<file path="config.mk">
export PLATFORM = sky130hd
export DESIGN_NAME = tar_archive_stream_parser_core_flat
export DESIGN_NICKNAME = d
export VERILOG_FILES = /design/src/rtl/core/tasp_pkg.sv /design/src/rtl/core/tasp_if.sv /design/src/rtl/core/tasp_front.sv /design/src/rtl/core/tasp_queue.sv /design/src/rtl/core/tasp_back.sv /design/src/rtl/core/tar_archive_stream_parser_core.sv /design/src/flat_wrapper.sv
export SDC_FILE = /design/constraint.sdc
export NUM_CORES = 1
export LEC_CHECK = 0
export BUFFER_PORTS_ARGS = -buffer_cell sky130_fd_sc_hd__buf_4
export CAP_MARGIN = 10
export CORE_AREA = 2 2 169 204
export CTS_BUF_LIST = sky130_fd_sc_hd__clkbuf_8
export CTS_CLUSTER_DIAMETER = 40
export CTS_CLUSTER_SIZE = 30
export DETAILED_ROUTE_END_ITERATION = 6
export DIE_AREA = 0 0 171 206
export GPL_TIMING_DRIVEN = 0
export PLACE_DENSITY = 0.64
export REMOVE_ABC_BUFFERS = 1
export SYNTH_ARGS = -nofsm -noshare
export SYNTH_HDL_FRONTEND = slang
export SYNTH_SLANG_ARGS = --single-unit
export TNS_END_PERCENT = 10
</file>
<file path="constraint.sdc">
create_clock -name i_clk -period 5.15 [get_ports i_clk]
set_input_delay 0.7725 -clock i_clk [delete_from_list [all_inputs] [get_ports i_clk]]
set_output_delay 0.7725 -clock i_clk [all_outputs]
set_load 0.005 [all_outputs]
</file>
<file path="src/rtl/core/tasp_pkg.sv">
// ----------------------------------------------------------------------------
// tasp_pkg: shared types and constants of the tar archive stream parser.
// Holds the event codes, the header field offsets and the queue entry format
// that passes between the front and back halves of the parser.
// ----------------------------------------------------------------------------
`timescale 1ns / 1ps

package tasp_pkg;

    // Default width of the internal size and byte-count registers.
    localparam int SIZE_BITS_DEF = 36;

    // Width of the entry size on the result channel.
    localparam int OUT_SIZE_W = 36;

    // Depth of the queue between the front and the back.
    localparam int Q_DEPTH = 4;

    // Header block layout.
    localparam logic [8:0] OFF_SIZE_FIRST = 9'd124;
    localparam logic [8:0] OFF_SIZE_LAST  = 9'd135;
    localparam logic [8:0] OFF_SUM_FIRST  = 9'd148;
    localparam logic [8:0] OFF_SUM_LAST   = 9'd155;
    localparam logic [8:0] OFF_TYPE       = 9'd156;
    localparam logic [8:0] OFF_BLOCK_LAST = 9'd511;

    // Character codes.
    localparam logic [7:0] CHR_SPACE = 8'h20;
    localparam logic [7:0] CHR_ZERO  = 8'h30;
    localparam logic [7:0] CHR_SEVEN = 8'h37;
    localparam logic [7:0] CHR_DIR   = 8'h35;
    localparam logic [7:0] CHR_NUL   = 8'h00;

    // Result event codes.
    typedef enum logic [2:0] {
        EV_PAYLOAD   = 3'd0,
        EV_FILE      = 3'd1,
        EV_DIR       = 3'd2,
        EV_OTHER     = 3'd3,
        EV_END       = 3'd4,
        EV_CSUM_FAIL = 3'd5,
        EV_TRUNC     = 3'd6
    } t_event;

    // Region of the header block that a byte falls into.
    typedef enum logic [1:0] {
        RG_PLAIN = 2'd0,
        RG_SIZE  = 2'd1,
        RG_SUM   = 2'd2,
        RG_TYPE  = 2'd3
    } t_region;

    // One classified input transfer, as held in the queue.
    typedef struct packed {
        logic       cmd;
        logic [7:0] data;
        t_region    region;
        logic       blk_end;
    } t_q_entry;

endpackage

</file>
<file path="src/rtl/core/tasp_if.sv">
// ----------------------------------------------------------------------------
// tasp_if: stream interfaces of the tar archive stream parser.
// The byte channel carries archive bytes and the end-of-input mark; the event
// channel carries parse results. Both use a valid/ready handshake.
// ----------------------------------------------------------------------------
`timescale 1ns / 1ps

interface tasp_in_if;
    logic       valid;
    logic       ready;
    logic       cmd;
    logic [7:0] archive_byte;

    modport source (output valid, output cmd, output archive_byte, input ready);
    modport sink   (input valid, input cmd, input archive_byte, output ready);
endinterface

interface tasp_out_if;
    logic                            valid;
    logic                            ready;
    logic [2:0]                      event_res;
    logic [7:0]                      payload_byte;
    logic [tasp_pkg::OUT_SIZE_W-1:0] entry_size;
    logic                            last_of_entry;

    modport source (output valid, output event_res, output payload_byte,
                    output entry_size, output last_of_entry, input ready);
    modport sink   (input valid, input event_res, input payload_byte,
                    input entry_size, input last_of_entry, output ready);
endinterface

</file>
<file path="src/rtl/core/tasp_front.sv">
// ----------------------------------------------------------------------------
// tasp_front: input side of the tar archive stream parser.
// Accepts byte transfers, tracks the position within the 512-byte block and
// tags each byte with the header region it belongs to.
// ----------------------------------------------------------------------------
`timescale 1ns / 1ps

module tasp_front (
    input  logic                i_clk,
    input  logic                i_rst_n,
    tasp_in_if.sink             i_byte_in,
    input  logic                i_q_full,
    output logic                o_q_push,
    output tasp_pkg::t_q_entry  o_q_entry
);

    logic [8:0]        r_offset;
    logic [8:0]        n_offset;
    tasp_pkg::t_region w_region;

    // A transfer is taken whenever the queue has room.
    assign i_byte_in.ready = !i_q_full;
    assign o_q_push        = i_byte_in.valid && !i_q_full;

    // Header region of the current offset.
    always_comb begin
        if (r_offset inside {[tasp_pkg::OFF_SIZE_FIRST:tasp_pkg::OFF_SIZE_LAST]}) begin
            w_region = tasp_pkg::RG_SIZE;
        end else if (r_offset inside {[tasp_pkg::OFF_SUM_FIRST:tasp_pkg::OFF_SUM_LAST]}) begin
            w_region = tasp_pkg::RG_SUM;
        end else if (r_offset == tasp_pkg::OFF_TYPE) begin
            w_region = tasp_pkg::RG_TYPE;
        end else begin
            w_region = tasp_pkg::RG_PLAIN;
        end
    end

    assign o_q_entry.cmd     = i_byte_in.cmd;
    assign o_q_entry.data    = i_byte_in.archive_byte;
    assign o_q_entry.region  = w_region;
    assign o_q_entry.blk_end = (r_offset == tasp_pkg::OFF_BLOCK_LAST);

    // The block offset counts every archive byte and wraps every 512 bytes.
    always_comb begin
        n_offset = r_offset;
        if (o_q_push && !i_byte_in.cmd) begin
            n_offset = r_offset + 9'd1;
        end
    end

    always_ff @(posedge i_clk) begin
        if (!i_rst_n) begin
            r_offset <= '0;
        end else begin
            r_offset <= n_offset;
        end
    end

endmodule

</file>
<file path="src/rtl/core/tasp_queue.sv">
// ----------------------------------------------------------------------------
// tasp_queue: short queue between the front and back of the parser.
// Holds classified byte transfers so that a stall on the result side does
// not immediately stop the input side.
// ----------------------------------------------------------------------------
`timescale 1ns / 1ps

module tasp_queue (
    input  logic                i_clk,
    input  logic                i_rst_n,
    input  logic                i_push,
    input  tasp_pkg::t_q_entry  i_entry,
    input  logic                i_pop,
    output logic                o_full,
    output logic                o_valid,
    output tasp_pkg::t_q_entry  o_entry
);

    localparam int PtrW = (tasp_pkg::Q_DEPTH > 1) ? $clog2(tasp_pkg::Q_DEPTH) : 1;
    localparam int CntW = $clog2(tasp_pkg::Q_DEPTH + 1);
    localparam logic [PtrW-1:0] PtrLast = PtrW'(tasp_pkg::Q_DEPTH - 1);
    localparam logic [CntW-1:0] CntFull = CntW'(tasp_pkg::Q_DEPTH);

    tasp_pkg::t_q_entry r_mem [tasp_pkg::Q_DEPTH];
    logic [PtrW-1:0]    r_wr_ptr;
    logic [PtrW-1:0]    r_rd_ptr;
    logic [CntW-1:0]    r_count;
    logic [PtrW-1:0]    n_wr_ptr;
    logic [PtrW-1:0]    n_rd_ptr;
    logic [CntW-1:0]    n_count;
    logic               w_do_push;
    logic               w_do_pop;

    assign o_full    = (r_count == CntFull);
    assign o_valid   = (r_count != '0);
    assign o_entry   = r_mem[r_rd_ptr];
    assign w_do_push = i_push && !o_full;
    assign w_do_pop  = i_pop && o_valid;

    // Pointer and fill-level update.
    always_comb begin
        n_wr_ptr = r_wr_ptr;
        n_rd_ptr = r_rd_ptr;
        n_count  = r_count;
        if (w_do_push) begin
            n_wr_ptr = (r_wr_ptr == PtrLast) ? '0 : r_wr_ptr + PtrW'(1);
        end
        if (w_do_pop) begin
            n_rd_ptr = (r_rd_ptr == PtrLast) ? '0 : r_rd_ptr + PtrW'(1);
        end
        if (w_do_push && !w_do_pop) begin
            n_count = r_count + CntW'(1);
        end else if (!w_do_push && w_do_pop) begin
            n_count = r_count - CntW'(1);
        end
    end

    always_ff @(posedge i_clk) begin
        if (!i_rst_n) begin
            r_wr_ptr <= '0;
            r_rd_ptr <= '0;
            r_count  <= '0;
        end else begin
            r_wr_ptr <= n_wr_ptr;
            r_rd_ptr <= n_rd_ptr;
            r_count  <= n_count;
        end
    end

    // Storage needs no reset.
    always_ff @(posedge i_clk) begin
        if (w_do_push) begin
            r_mem[r_wr_ptr] <= i_entry;
        end
    end

endmodule

</file>
<file path="src/rtl/core/tasp_back.sv">
// ----------------------------------------------------------------------------
// tasp_back: execution side of the tar archive stream parser.
// Walks header blocks (checksum, octal size and checksum fields, type byte),
// counts payload bytes of each entry and drives the registered event output.
// ----------------------------------------------------------------------------
`timescale 1ns / 1ps

module tasp_back #(
    parameter int SIZE_BITS = tasp_pkg::SIZE_BITS_DEF
) (
    input  logic                i_clk,
    input  logic                i_rst_n,
    input  logic                i_q_valid,
    input  tasp_pkg::t_q_entry  i_q_entry,
    output logic                o_q_pop,
    tasp_out_if.source          o_event_out
);

    typedef enum logic [1:0] {
        PH_HEADER = 2'd0,
        PH_DATA   = 2'd1,
        PH_HALT   = 2'd2
    } t_phase;

    typedef enum logic [1:0] {
        OCT_SKIP   = 2'd0,
        OCT_DIGITS = 2'd1,
        OCT_STOP   = 2'd2
    } t_oct_mode;

    t_phase                          r_phase,     n_phase;
    logic [16:0]                     r_sum,       n_sum;
    logic                            r_all_zero,  n_all_zero;
    logic [23:0]                     r_sum_val,   n_sum_val;
    t_oct_mode                       r_sum_mode,  n_sum_mode;
    logic [SIZE_BITS-1:0]            r_size_val,  n_size_val;
    t_oct_mode                       r_size_mode, n_size_mode;
    logic [7:0]                      r_type,      n_type;
    logic [SIZE_BITS-1:0]            r_left,      n_left;
    logic                            r_emit_en,   n_emit_en;

    logic                            r_out_valid, n_out_valid;
    tasp_pkg::t_event                r_out_event, n_out_event;
    logic [7:0]                      r_out_byte,  n_out_byte;
    logic [tasp_pkg::OUT_SIZE_W-1:0] r_out_size,  n_out_size;
    logic                            r_out_last,  n_out_last;

    logic                            w_take;
    logic [7:0]                      w_b;
    logic                            w_digit;
    logic [SIZE_BITS-1:0]            w_entry_sz;
    logic [63:0]                     w_sz_ext;

    // The next queued transfer is taken whenever the output register is free.
    assign w_take  = i_q_valid && (!r_out_valid || o_event_out.ready);
    assign o_q_pop = w_take;

    assign w_b     = i_q_entry.data;
    assign w_digit = (w_b >= tasp_pkg::CHR_ZERO) && (w_b <= tasp_pkg::CHR_SEVEN);

    // Size reported with a header: directories count as empty.
    assign w_entry_sz = (r_type == tasp_pkg::CHR_DIR) ? '0 : r_size_val;
    assign w_sz_ext   = 64'(w_entry_sz);

    always_comb begin
        n_phase     = r_phase;
        n_sum       = r_sum;
        n_all_zero  = r_all_zero;
        n_sum_val   = r_sum_val;
        n_sum_mode  = r_sum_mode;
        n_size_val  = r_size_val;
        n_size_mode = r_size_mode;
        n_type      = r_type;
        n_left      = r_left;
        n_emit_en   = r_emit_en;

        n_out_valid = r_out_valid;
        n_out_event = r_out_event;
        n_out_byte  = r_out_byte;
        n_out_size  = r_out_size;
        n_out_last  = r_out_last;

        // A completed output transfer empties the register.
        if (o_event_out.ready) begin
            n_out_valid = 1'b0;
        end

        if (w_take && r_phase != PH_HALT) begin
            n_out_valid = 1'b0;
            n_out_byte  = '0;
            n_out_size  = '0;
            n_out_last  = 1'b0;

            if (i_q_entry.cmd) begin
                // Input ended before the archive did.
                n_phase     = PH_HALT;
                n_out_valid = 1'b1;
                n_out_event = tasp_pkg::EV_TRUNC;
            end else if (r_phase == PH_HEADER) begin
                if (w_b != '0) begin
                    n_all_zero = 1'b0;
                end

                // Checksum field counts as spaces and is parsed as octal.
                if (i_q_entry.region == tasp_pkg::RG_SUM) begin
                    n_sum = r_sum + 17'(tasp_pkg::CHR_SPACE);
                    case (r_sum_mode)
                        OCT_SKIP: begin
                            if (w_digit) begin
                                n_sum_val  = 24'(w_b[2:0]);
                                n_sum_mode = OCT_DIGITS;
                            end
                        end
                        OCT_DIGITS: begin
                            if (w_digit) begin
                                n_sum_val = {r_sum_val[20:0], w_b[2:0]};
                            end else begin
                                n_sum_mode = OCT_STOP;
                            end
                        end
                        default: n_sum_mode = OCT_STOP;
                    endcase
                end else begin
                    n_sum = r_sum + 17'(w_b);
                end

                // Size field parsed as octal, wrapping at the register width.
                if (i_q_entry.region == tasp_pkg::RG_SIZE) begin
                    case (r_size_mode)
                        OCT_SKIP: begin
                            if (w_digit) begin
                                n_size_val  = SIZE_BITS'(w_b[2:0]);
                                n_size_mode = OCT_DIGITS;
                            end
                        end
                        OCT_DIGITS: begin
                            if (w_digit) begin
                                n_size_val = {r_size_val[SIZE_BITS-4:0], w_b[2:0]};
                            end else begin
                                n_size_mode = OCT_STOP;
                            end
                        end
                        default: n_size_mode = OCT_STOP;
                    endcase
                end

                if (i_q_entry.region == tasp_pkg::RG_TYPE) begin
                    n_type = w_b;
                end

                // Last byte of the header block: decide what it was.
                if (i_q_entry.blk_end) begin
                    n_out_valid = 1'b1;
                    if (n_all_zero) begin
                        n_phase     = PH_HALT;
                        n_out_event = tasp_pkg::EV_END;
                    end else if (24'(n_sum) != r_sum_val) begin
                        n_phase     = PH_HALT;
                        n_out_event = tasp_pkg::EV_CSUM_FAIL;
                    end else begin
                        if (r_type == tasp_pkg::CHR_DIR) begin
                            n_out_event = tasp_pkg::EV_DIR;
                            n_emit_en   = 1'b0;
                        end else if (r_type == tasp_pkg::CHR_ZERO ||
                                     r_type == tasp_pkg::CHR_NUL) begin
                            n_out_event = tasp_pkg::EV_FILE;
                            n_emit_en   = 1'b1;
                        end else begin
                            n_out_event = tasp_pkg::EV_OTHER;
                            n_emit_en   = 1'b0;
                        end
                        n_out_size  = w_sz_ext[tasp_pkg::OUT_SIZE_W-1:0];
                        n_left      = w_entry_sz;
                        n_phase     = (w_entry_sz != '0) ? PH_DATA : PH_HEADER;
                        n_sum       = '0;
                        n_all_zero  = 1'b1;
                        n_sum_val   = '0;
                        n_sum_mode  = OCT_SKIP;
                        n_size_val  = '0;
                        n_size_mode = OCT_SKIP;
                        n_type      = '0;
                    end
                end
            end else begin
                // Data block: count the payload, the rest is padding.
                if (r_left != '0) begin
                    n_left = r_left - SIZE_BITS'(1);
                    if (r_emit_en) begin
                        n_out_valid = 1'b1;
                        n_out_event = tasp_pkg::EV_PAYLOAD;
                        n_out_byte  = w_b;
                        n_out_last  = (r_left == SIZE_BITS'(1));
                    end
                end
                if (i_q_entry.blk_end && n_left == '0) begin
                    n_phase     = PH_HEADER;
                    n_sum       = '0;
                    n_all_zero  = 1'b1;
                    n_sum_val   = '0;
                    n_sum_mode  = OCT_SKIP;
                    n_size_val  = '0;
                    n_size_mode = OCT_SKIP;
                    n_type      = '0;
                end
            end
        end
    end

    // Parser state and the registered output.
    always_ff @(posedge i_clk) begin
        if (!i_rst_n) begin
            r_phase     <= PH_HEADER;
            r_sum       <= '0;
            r_all_zero  <= 1'b1;
            r_sum_val   <= '0;
            r_sum_mode  <= OCT_SKIP;
            r_size_val  <= '0;
            r_size_mode <= OCT_SKIP;
            r_type      <= '0;
            r_left      <= '0;
            r_emit_en   <= 1'b0;
            r_out_valid <= 1'b0;
        end else begin
            r_phase     <= n_phase;
            r_sum       <= n_sum;
            r_all_zero  <= n_all_zero;
            r_sum_val   <= n_sum_val;
            r_sum_mode  <= n_sum_mode;
            r_size_val  <= n_size_val;
            r_size_mode <= n_size_mode;
            r_type      <= n_type;
            r_left      <= n_left;
            r_emit_en   <= n_emit_en;
            r_out_valid <= n_out_valid;
        end
        r_out_event <= n_out_event;
        r_out_byte  <= n_out_byte;
        r_out_size  <= n_out_size;
        r_out_last  <= n_out_last;
    end

    assign o_event_out.valid         = r_out_valid;
    assign o_event_out.event_res     = r_out_event;
    assign o_event_out.payload_byte  = r_out_byte;
    assign o_event_out.entry_size    = r_out_size;
    assign o_event_out.last_of_entry = r_out_last;

endmodule

</file>
<file path="src/rtl/core/tar_archive_stream_parser_core.sv">
// ----------------------------------------------------------------------------
// tar_archive_stream_parser_core: streaming tar (ustar) archive parser.
// Usage:
//   i_byte_in carries one archive byte per transfer (cmd 0) or the end of the
//   input (cmd 1). o_event_out carries header events with the entry size,
//   payload bytes of regular files with a last-byte flag, and the final
//   end, checksum-failure or truncation event.
//   One byte is taken per cycle while the queue has room. A result passes
//   through the classification queue and then the output register. Header
//   bytes other than the last of a block, and padding, give no result.
//   A four-entry queue separates the byte counter and classifier from the
//   parsing unit, so a stalled receiver holds the output register while up
//   to four further bytes are still taken; after that i_byte_in.ready drops.
//   After the end, a checksum failure or truncation the parser is halted:
//   bytes are still taken but give no result until reset.
//   Reset (synchronous, active low) empties the queue and the output and
//   returns the parser to the start of a header block.
// ----------------------------------------------------------------------------
`timescale 1ns / 1ps

module tar_archive_stream_parser_core #(
    parameter int SIZE_BITS = tasp_pkg::SIZE_BITS_DEF
) (
    input  logic        i_clk,
    input  logic        i_rst_n,
    tasp_in_if.sink     i_byte_in,
    tasp_out_if.source  o_event_out
);

    logic               w_q_push;
    logic               w_q_pop;
    logic               w_q_full;
    logic               w_q_valid;
    tasp_pkg::t_q_entry w_push_entry;
    tasp_pkg::t_q_entry w_pop_entry;

    // Byte counter and region classifier.
    tasp_front u_front (
        .i_clk     (i_clk),
        .i_rst_n   (i_rst_n),
        .i_byte_in (i_byte_in),
        .i_q_full  (w_q_full),
        .o_q_push  (w_q_push),
        .o_q_entry (w_push_entry)
    );

    // Decoupling queue.
    tasp_queue u_queue (
        .i_clk   (i_clk),
        .i_rst_n (i_rst_n),
        .i_push  (w_q_push),
        .i_entry (w_push_entry),
        .i_pop   (w_q_pop),
        .o_full  (w_q_full),
        .o_valid (w_q_valid),
        .o_entry (w_pop_entry)
    );

    // Header walk, payload counter and output register.
    tasp_back #(
        .SIZE_BITS (SIZE_BITS)
    ) u_back (
        .i_clk       (i_clk),
        .i_rst_n     (i_rst_n),
        .i_q_valid   (w_q_valid),
        .i_q_entry   (w_pop_entry),
        .o_q_pop     (w_q_pop),
        .o_event_out (o_event_out)
    );

`ifndef SYNTHESIS
    // The front never pushes into a full queue.
    a_no_overflow: assert property (@(posedge i_clk) disable iff (!i_rst_n)
        w_q_push |-> !w_q_full)
        else $error("queue push while full");

    // The last-byte flag only accompanies a payload byte.
    a_last_is_payload: assert property (@(posedge i_clk) disable iff (!i_rst_n)
        (o_event_out.valid && o_event_out.last_of_entry) |->
            (o_event_out.event_res == tasp_pkg::EV_PAYLOAD))
        else $error("last flag on a non-payload event");

    // Only file and other headers carry a size.
    a_size_on_header: assert property (@(posedge i_clk) disable iff (!i_rst_n)
        (o_event_out.valid && o_event_out.entry_size != '0) |->
            (o_event_out.event_res == tasp_pkg::EV_FILE ||
             o_event_out.event_res == tasp_pkg::EV_OTHER))
        else $error("entry size on an event without size");

    // Once a terminating event has been delivered, nothing follows it.
    a_halt_is_final: assert property (@(posedge i_clk) disable iff (!i_rst_n)
        (o_event_out.valid && o_event_out.ready &&
         (o_event_out.event_res == tasp_pkg::EV_END ||
          o_event_out.event_res == tasp_pkg::EV_CSUM_FAIL ||
          o_event_out.event_res == tasp_pkg::EV_TRUNC)) |=> !o_event_out.valid)
        else $error("result after a terminating event");
`endif

endmodule

</file>
<file path="src/flat_wrapper.sv">
// flat-port wrapper written by rule: the top's interface ports become plain ports
module tar_archive_stream_parser_core_flat 
#(
    parameter int SIZE_BITS = tasp_pkg::SIZE_BITS_DEF
)
  (i_clk, i_rst_n, i_byte_in_valid, i_byte_in_cmd, i_byte_in_archive_byte, i_byte_in_ready, o_event_out_valid, o_event_out_event_res, o_event_out_payload_byte, o_event_out_entry_size, o_event_out_last_of_entry, o_event_out_ready);
  tasp_in_if i_byte_in_i ();
  tasp_out_if o_event_out_i ();
  input  logic i_clk;
  input  logic i_rst_n;
  input wire logic [$bits(i_byte_in_i.valid)-1:0] i_byte_in_valid;
  input wire logic [$bits(i_byte_in_i.cmd)-1:0] i_byte_in_cmd;
  input wire logic [$bits(i_byte_in_i.archive_byte)-1:0] i_byte_in_archive_byte;
  output wire logic [$bits(i_byte_in_i.ready)-1:0] i_byte_in_ready;
  output wire logic [$bits(o_event_out_i.valid)-1:0] o_event_out_valid;
  output wire logic [$bits(o_event_out_i.event_res)-1:0] o_event_out_event_res;
  output wire logic [$bits(o_event_out_i.payload_byte)-1:0] o_event_out_payload_byte;
  output wire logic [$bits(o_event_out_i.entry_size)-1:0] o_event_out_entry_size;
  output wire logic [$bits(o_event_out_i.last_of_entry)-1:0] o_event_out_last_of_entry;
  input wire logic [$bits(o_event_out_i.ready)-1:0] o_event_out_ready;
  assign i_byte_in_i.valid = i_byte_in_valid;
  assign i_byte_in_i.cmd = i_byte_in_cmd;
  assign i_byte_in_i.archive_byte = i_byte_in_archive_byte;
  assign i_byte_in_ready = i_byte_in_i.ready;
  assign o_event_out_valid = o_event_out_i.valid;
  assign o_event_out_event_res = o_event_out_i.event_res;
  assign o_event_out_payload_byte = o_event_out_i.payload_byte;
  assign o_event_out_entry_size = o_event_out_i.entry_size;
  assign o_event_out_last_of_entry = o_event_out_i.last_of_entry;
  assign o_event_out_i.ready = o_event_out_ready;
  tar_archive_stream_parser_core #(.SIZE_BITS(SIZE_BITS)) u_core (.i_clk(i_clk), .i_rst_n(i_rst_n), .i_byte_in(i_byte_in_i), .o_event_out(o_event_out_i));
endmodule
</file>
==> summary.txt, run 1 <==
Flow run
  – Max-Cap Viols: 0

Cells and area
  – Most common cell after layout, fill and taps aside: dfxtp_1
  – Final net count: 1485
  – Multi-input gate area: 6970 um^2
  – ANT cells: 0
  – Synth-to-layout area growth: 15.2%
  – Fill count: 3269
  – Commonest cells after routing, fill and taps aside: dfxtp_1 (146), a21oi_1 (112), nand2_1 (102), edfxtp_1 (96), nand3_1 (94)
  – Layout cells sized above 1: 0.145
  – Seq. cell area: 5850 um^2
  – Final instance area: 15200 um^2

Timing
  – Max transition margin: 0.198
  – Period utilisation layout: 0.946
  – Hold Fails Final Rpt: 0
  – Slew Viols, Final: 0
  – Worst Skew: 0.0684 ns
  – Setup violators final: 0
  – Crit path time final: 4.87 ns
  – Worst Tran Pin Value: 1.20 ns
  – Fmax: 205 MHz

GRT
  – Met2 layer usage reported by global route: 0.366
  – Grt met3 use: 0.0370
  – Vias in the first global route: 11.2k
  – First-pass GRT wire length: 59900 um
  – Global route hottest layer: met2
  – Largest net degree at the start of global routing: 89
  – Grt ovf: 0
  – Initial antenna violation count: 0
  – Total track usage: 0.212
  – Grt met1 use: 0.251

Worst setup path
  – Worst path max stage delay: 0.84 ns
  – Slowest cell on crit path: or4_4
  – Crit-path cells: nor4_2 > nand4_1 > or4_4 > nand3_2 > xnor2_1 > or4_4 > nor4_4 > nand2_1 > nand3_1 > a31oi_1
  – Crit path top cell by count: or4_4
  – Crit Path Class: flop to flop
  – CP Launch Type: flop
  – Peak fanout along the critical path: 27
  – Arrival time at the worst endpoint: 5.30 ns
  – WP data required: 5.58 ns
  – CP endpoint kind: flop

Drt
  – DR vias/cell: 6.04
  – DRT Wirelength: 38500 um
  – Residual DRC: 0
  – Drt pass-1 iters: 5
  – DRT antenna net count: 0
  – DR vias: 11.7k
  – Iter 0 DRT Violations: 1124
  – WL per Instance: 19.9 um

Floorplanning
  – Core ar.: 33500 um^2
  – Die height: 206 um
  – Chip width: 171 um
  – Site Rows: 74
  – Initial Utilization: 0.393
  – Die area: 35200 um^2
  – Io pins: 63

Synth
  – Yosys warnings: 0
  – Synth Cell Area: 13200 um^2
  – Flops & latches, synth: 244
  – Cells after synthesis: 1440
  – Async set-reset flop share out of synthesis: 0
  – Post-synth EDFFs: 96
  – Synth cell types: 83
  – Avg Cell Area, Syn: 9.15 um^2
  – Seq/Total Area, Yosys: 0.444
  – Prevailing post-synth register cell: dfxtp_1

Place
  – GP Congestion: 0.929
  – Hpwl dp: 25000 um
  – Dpl cell area: 14000 um^2
  – Port-buffer cells: 62

Clock network
  – Clock Latency Late Sink: 0.61 ns
  – CTS tree: done
  – CTS Buf Count: 38
  – Reg clk slew, reported paths: 0.09 ns
  – # hold bufs at CTS: 0
  – Clock Path Buffers: 3
  – Clock Root Buffer: clkbuf_8
  – Clk sinks: 244
  – CTS H-Tree Depth: 2

Pwr
  – Power Total: 9.86 mW
  – Pwr Density: 649 nW/um^2
  – Max VDD drop: 0.495 mV
  – Pleak: 5.16 nW

Hold path
  – Hold Path Class: input pin to flop

Outcome
  – Status: finished clean
-- path summary, 6_finish.rpt --
kind,from,endpoint,slack (ns),depth (start not counted)
worst min-delay path,i_byte_in_archive_byte[6],u_core.u_queue.r_mem[0][9],0.39,1
worst max-delay path,u_core.u_back.r_left[22],u_core.u_back.r_size_val[34],0.28,10
worst min register to register,u_core.u_back.r_type[3],u_core.u_back.r_type[3],0.47,2
worst max register to register,u_core.u_back.r_left[22],u_core.u_back.r_size_val[34],0.28,10
-- metal layers --
| metal | vias to the layer above | wire length, um | share of wire |
|---|---|---|---|
| li1 | 5533 | - | - |
| met1 | 5581 | 15300 | 0.40 |
| met2 | 437 | 18900 | 0.49 |
| met3 | 124 | 2420 | 0.063 |
| met4 | 0 | 1860 | 0.048 |
| met5 | - | 0 | 0 |
-- cells in the mapped netlist, types with 5 or more instances --
cell type,instances,area [um^2]
buf_1,10,37.5
mux2_2,6,67.6
nand4_1,26,163
o21ai_0,65,325
a211oi_1,25,188
buf_2,11,55.1
xnor2_1,23,201
mux2i_1,10,100
clkbuf_1,88,330
or3_1,14,87.6
o22ai_1,8,50.1
o31ai_1,46,345
nand3_1,95,475
o21a_1,8,60.1
o31a_1,5,43.8
and2_1,43,269
dfxtp_1,148,2960
nor4_1,33,206
or2_2,9,56.3
a21o_1,7,52.6
or4_1,31,233
nand3b_1,5,37.5
nand2_1,104,390
a22oi_1,36,270
a311oi_1,5,43.8
ha_1,21,263
a21oi_1,113,566
nor3_1,48,240
nand2b_1,7,43.8
mux4_2,10,225
edfxtp_1,96,2880
xor2_1,23,201
nor2_1,79,297
inv_1,28,105
and3_1,18,113
a31oi_1,40,250
-- power breakdown --
part	switching, mW	leakage (nW)	total (mW)	internal, mW
registers	0.262	2.11	2.67	2.41
clock network	0.904	0.482	1.99	1.09
logic	3.27	2.57	5.19	1.92
-- layout make-up --
| cell class | instances | area share |
|---|---|---|
| repair buffers | 80 | 0.0504 |
| flip-flops and latches | 244 | 0.386 |
| multi-input cells | 1057 | 0.459 |
| well taps | 456 | 0.0376 |
| inverters | 28 | 0.00693 |
| clock inverters | 28 | 0.0230 |
| clock buffers | 41 | 0.0372 |
-- critical path, delay by kind of cell, from the launching register on --
| kind | cells | cell delay (ns) |
|---|---|---|
| compound gates | 1 | 0.10 |
| simple gates | 8 | 4.10 |
| flops | 1 | 0.39 |
| xor+xnor | 1 | 0.10 |
-- timing repair --
item                                    CTS  global route
endpoints found under the setup margin  168           138
gates resized for setup                  13            12
buffers inserted                          4             2
pin swaps                                 3             3
gates cloned                              1             2
endpoints found under the hold margin     0             0
-- registers in the layout, indices dropped and copies added (netlist names), 8 cells and up, named ones only --
| signal | cells |
|---|---|
| u_core.u_back.r_left | 36 |
| u_core.u_back.o_event_out.entry_size | 36 |
| u_core.u_back.r_sum_val | 24 |
| u_core.u_back.r_size_val | 36 |
| u_core.u_front.r_offset | 9 |
| u_core.u_back.r_sum | 17 |
| u_core.u_queue.r_mem | 48 |
| u_core.u_back.o_event_out.payload_byte | 8 |
| u_core.u_back.r_type | 8 |
-- stage by stage --
step	setup slack (ns)	std cells	utilization	TNS [ns]	hold WS [ns]
final	0.278	1934	0.453	0	0.389
after global routing	-0.0276	1934	0.453	-0.0599	0.368
after CTS	0.0333	1926	0.447	0	0.358
after detailed placement	-1.63	1852	0.417	-218.89	0.461
after global placement	-6.94	1844	0.410	-851.02	0.453
after floorplan	-2.78	1326	-	-275.45	0.442
-- logic make-up (layout without fill, tap and decap cells) --
group | after synthesis | in the layout | synth area share
muxes | 26 | 26 | 0.0298
adders and majority gates | 23 | 23 | 0.0230
xor gates and xnor gates | 48 | 48 | 0.0340
buffers and inverters | 142 | 177 | 0.0434
DFF | 244 | 244 | 0.444
and+or+nand+nor | 548 | 551 | 0.225
AOI/OAI and AO/OA | 409 | 409 | 0.201
Power figures use the tool's default switching activity.
==> run 2, diff against run 1 <==
Settings changed: CTS_BUF_LIST sky130_fd_sc_hd__clkbuf_8 to sky130_fd_sc_hd__clkbuf_16.
==> summary.txt, run 2 (synthesis gave the netlist of run 1 again) <==
Worst setup path
  – Register-to-Register Path Depth: 14
  – CP endpoint kind: flop
  – Crit Path Class: flop to flop
  – WP data required: 5.57 ns
  – Arrival time at the worst endpoint: 5.36 ns
  – CP Launch Type: flop
  – Peak fanout along the critical path: 17

Cells and area
  – Layout Cells excl Fill: 1934
  – Largest register FFs: 48
  – ANT cells: 0
  – Most common cell after layout, fill and taps aside: dfxtp_1
  – Synth-to-layout area growth: 18.1%
  – Biggest register: u_core.u_queue.r_mem
  – Utilization after layout: 0.464
  – Commonest cells after routing, fill and taps aside: dfxtp_1 (146), a21oi_1 (112), nand2_1 (102), edfxtp_1 (96), nand3_1 (94)
  – Final net count: 1485
  – Layout cells sized above 1: 0.143

Timing
  – RSZ-0062 raised after global routing: true
  – Setup violators final: 0
  – Slew Viols, Final: 0
  – Fmax: 203 MHz
  – Crit path time final: 4.93 ns
  – Max transition margin: 0.199
  – Period utilisation layout: 0.958
  – Worst Tran Pin Value: 1.20 ns
  – Hold Fails Final Rpt: 0
  – Hold WS: 0.433 ns
  – Worst Skew: 0.0445 ns

Drt
  – DRT antenna net count: 0
  – DR vias/cell: 6.05
  – Residual DRC: 0
  – Iter 0 DRT Violations: 1027
  – Drt pass-1 iters: 5
  – DRT Wirelength: 38400 um
  – WL per Instance: 19.8 um
  – DR vias: 11.7k

Floorplanning
  – Site Rows: 74
  – Die height: 206 um
  – Die area: 35200 um^2
  – Initial Utilization: 0.393
  – Chip width: 171 um
  – Io pins: 63
  – Core ar.: 33500 um^2

Flow run
  – Max-Cap Viols: 0

Clock network
  – Clock Path Buffers: 3
  – CTS Buf Count: 38
  – Clock Latency Late Sink: 0.56 ns
  – CTS H-Tree Depth: 2
  – Reg clk slew, reported paths: 0.07 ns
  – CTS tree: done
  – # hold bufs at CTS: 0
  – Clock Root Buffer: clkbuf_16
  – Clk sinks: 244

Place
  – Placed insts: 1852
  – GP Congestion: 0.929
  – Port-buffer cells: 62
  – Hpwl dp: 25000 um

GRT
  – Initial antenna violation count: 0
  – Largest net degree at the start of global routing: 89
  – Grt ovf: 0
  – Total track usage: 0.213
  – Vias in the first global route: 11.3k
  – First-pass GRT wire length: 60100 um

Pwr
  – Pwr Density: 677 nW/um^2
  – Pleak: 5.34 nW
  – Power Total: 10.5 mW
  – Max VDD drop: 0.496 mV

Outcome
  – Status: finished clean

Hold path
  – Hold Path Class: input pin to flop
  – Hold Path Depth: 1
## run 2: changes by cell type in the layout (fill, tap and decap cells not counted), sizes merged
cell | before | now
bufinv | 6 | 5
buf | 80 | 81
inv | 47 | 46
clkbuf | 41 | 39
clkinv | 2 | 6
nand3 | 100 | 99
## run 2: final timing paths
path	start	endpoint	slack, ns
setup / recovery	flop	u_core.u_back.r_left[29]	0.22
hold / removal	i_byte_in_archive_byte[6]	u_core.u_queue.r_mem[0][9]	0.43
setup reg to reg	flop	u_core.u_back.r_left[29]	0.22
hold reg to reg	u_core.u_back.r_sum_val[22]	u_core.u_back.r_sum_val[22]	0.47
## run 2: cell type report
type | instances | area (um^2)
multi-input combinational | 1056 | 6940
timing repair buffer | 81 | 764
fill | 3228 | 18000
clock buffer | 39 | 976
sequential | 244 | 5850
inverter | 28 | 105
clock inverter | 30 | 347
tap | 456 | 571
## run 2: worst max-delay path, stage by stage, from the launching register on
cell       delay, ns
dfxtp_4         0.51
mux4_2          0.45
ha_1            0.24
inv_1           0.07
fa_1            0.45
nand2b_1        0.19
a211oi_1        0.35
o31ai_2         0.20
a2111oi_2       0.53
xnor2_1         0.18
mux2i_1         0.11
a22o_2          0.30
a31oi_2         0.66
nor2_4          0.25
a311oi_1        0.29
## run 2: metrics by stage
step	cell area, um^2	TNS, ns	setup WS (ns)
2_1_floorplan	12700	-275.45	-2.78
3_3_place_gp	13700	-851.02	-6.94
3_5_place_dp	14000	-218.89	-1.63
4_1_cts	15400	0	0.00945
5_1_grt	15600	-0.102	-0.0386
6_report	15600	0	0.216
## run 2: what timing repair did
item | CTS | global route
hold endpoints to repair | 0 | 0
resized for setup | 13 | 10
gates cloned | 1 | 1
setup buffers | 4 | 4
endpoints found under the setup margin | 168 | 146
pin swaps | 3 | 3
## run 2: power by group
part           switching [mW]  internal, mW
Combinational            3.27          1.91
Clock                    1.01          1.67
Sequential              0.262          2.42
## run 2: metal layers
layer | share of wire | track usage
met1 | 0.40 | 0.251
met2 | 0.49 | 0.359
met3 | 0.062 | 0.0412
met4 | 0.053 | 0.131
met5 | 0 | 0
==> run 3, diff against run 2 <==
Settings changed: CELL_PAD_IN_SITES_DETAIL_PLACEMENT set to 1, CELL_PAD_IN_SITES_GLOBAL_PLACEMENT set to 2, CORE_AREA 2 2 169 204 to 2 2 178 215, DIE_AREA 0 0 171 206 to 0 0 180 217, PLACE_DENSITY 0.64 to 0.83.
==> summary.txt, run 3 (synthesis gave the netlist of run 1 again) <==
Timing
  – Setup ws final: 0.104 ns
  – Hold WS: 0.411 ns
  – Crit path time final: 5.05 ns
  – Max transition margin: 0.356
  – Hold Fails Final Rpt: 0
  – Fmax: 198 MHz
  – Period utilisation layout: 0.980
  – Worst Skew: 0.0363 ns
  – Slew Viols, Final: 0
  – Setup violators final: 0
  – RSZ-0062 raised after global routing: true
  – Worst Tran Pin Value: 0.966 ns

Clock network
  – # hold bufs at CTS: 0
  – Clock Path Buffers: 3
  – CTS H-Tree Depth: 2
  – Clock Root Buffer: clkbuf_16
  – Reg clk slew, reported paths: 0.07 ns
  – Clk sinks: 244
  – CTS tree: done
  – CTS Buf Count: 41
  – Clock Latency Late Sink: 0.56 ns

Place
  – Port-buffer cells: 62
  – Hpwl dp: 29100 um
  – GP Congestion: 0.861
  – Pre-CTS setup slack: -1.64 ns
  – Dpl cell area: 14100 um^2

GRT
  – First-pass GRT wire length: 68000 um
  – Vias in the first global route: 12.0k
  – Grt ovf: 0
  – Largest net degree at the start of global routing: 89
  – Total track usage: 0.214
  – Initial antenna violation count: 0

Floorplanning
  – Die height: 217 um
  – Io pins: 63
  – Die area: 39100 um^2
  – Initial Utilization: 0.354
  – Site Rows: 78
  – Chip width: 180 um
  – Core ar.: 37200 um^2

Worst setup path
  – CP endpoint kind: flop
  – Register-to-Register Path Depth: 15
  – WP data required: 5.56 ns
  – CP Launch Type: flop
  – Crit Path Class: flop to flop
  – Peak fanout along the critical path: 46
  – Arrival time at the worst endpoint: 5.45 ns

Pwr
  – Max VDD drop: 0.446 mV
  – Pleak: 5.41 nW
  – Pwr Density: 690 nW/um^2

Drt
  – DR vias/cell: 6.03
  – DRT Wirelength: 42800 um
  – Residual DRC: 0
  – WL per Instance: 21.7 um
  – DR vias: 11.9k
  – DRT antenna net count: 0
  – Drt pass-1 iters: 4
  – Iter 0 DRT Violations: 919

Flow run
  – Max-Cap Viols: 0

Cells and area
  – Most common cell after layout, fill and taps aside: dfxtp_1
  – Synth-to-layout area growth: 19.6%
  – Final instance area: 15700 um^2
  – Commonest cells after routing, fill and taps aside: dfxtp_1 (146), a21oi_1 (111), nand2_1 (101), edfxtp_1 (96), nand3_1 (94)
  – Layout cells sized above 1: 0.156
  – ANT cells: 0
  – Biggest register: u_core.u_queue.r_mem
  – Final net count: 1493
  – Largest register FFs: 48

Hold path
  – Hold Path Depth: 1
  – Hold Path Class: input pin to flop

Outcome
  – Status: finished clean
==> run 3: per-stage QoR <==
step / TNS [ns] / cells / utilization / power, mW
final: 0 / 1970 / 0.424 / 10.9
after global routing: -1.99 / 1970 / 0.424 / 11.5
after CTS: 0 / 1962 / 0.419 / 10.8
after floorplan: -275.45 / 1326 / - / 6.06
after global placement: -888.69 / 1868 / 0.370 / 7.67
after detailed placement: -211.83 / 1881 / 0.380 / 7.92
==> run 3: what timing repair did <==
| action | 4_1_cts | 5_1_grt |
|---|---|---|
| cloned | 0 | 0 |
| setup endpoints to repair | 168 | 155 |
| resized for setup | 14 | 12 |
| setup buffers | 5 | 5 |
| endpoints found under the hold margin | 0 | 0 |
| pin swaps | 2 | 4 |
==> run 3: critical path: stages, from the launching register on <==
cell and delay, ns:
dfxtp_4 0.49, mux2_2 0.39, o21ai_4 0.26, inv_1 0.23, ha_1 0.35, a21oi_1 0.07
nand4b_1 0.32, a211oi_4 0.43, nor3_1 0.12, o32ai_2 0.40, and4_1 0.34, and4_1 0.34
nand4_1 0.29, nand3_4 0.46, buf_16 0.27, a21oi_1 0.06
==> run 3: worst paths after layout <==
kind | slack (ns) | startpoint | endpoint
worst max register to register | 0.10 | flop | u_core.u_back.r_sum_val[10]
worst max-delay path | 0.10 | flop | u_core.u_back.r_sum_val[10]
worst min register to register | 0.47 | u_core.u_back.r_sum_val[23] | u_core.u_back.r_sum_val[23]
worst min-delay path | 0.41 | i_byte_in_archive_byte[7] | u_core.u_queue.r_mem[0][10]
==> run 3: routing by layer <==
| layer | up-vias | track usage | wire length, um |
|---|---|---|---|
| li1 | 5537 | - | - |
| met1 | 5971 | 0.262 | 18100 |
| met2 | 282 | 0.383 | 21700 |
| met3 | 86 | 0.0279 | 1610 |
| met4 | 0 | 0.0840 | 1440 |
| met5 | - | 0 | 0 |
==> run 3: cell type report <==
cell class | count | area (um^2)
clock buffer | 41 | 1030
clock inverter | 35 | 368
fill | 4209 | 21400
inverter | 28 | 105
multi-input combinational | 1054 | 6910
sequential | 244 | 5850
tap | 480 | 601
timing repair buffer | 88 | 882
==> run 3: report_power, final <==
group / internal [mW] / switching (mW) / leakage, nW
clock: 1.63 / 1.13 / 0.684
sequential: 2.42 / 0.287 / 2.11
combinational: 2.01 / 3.40 / 2.61
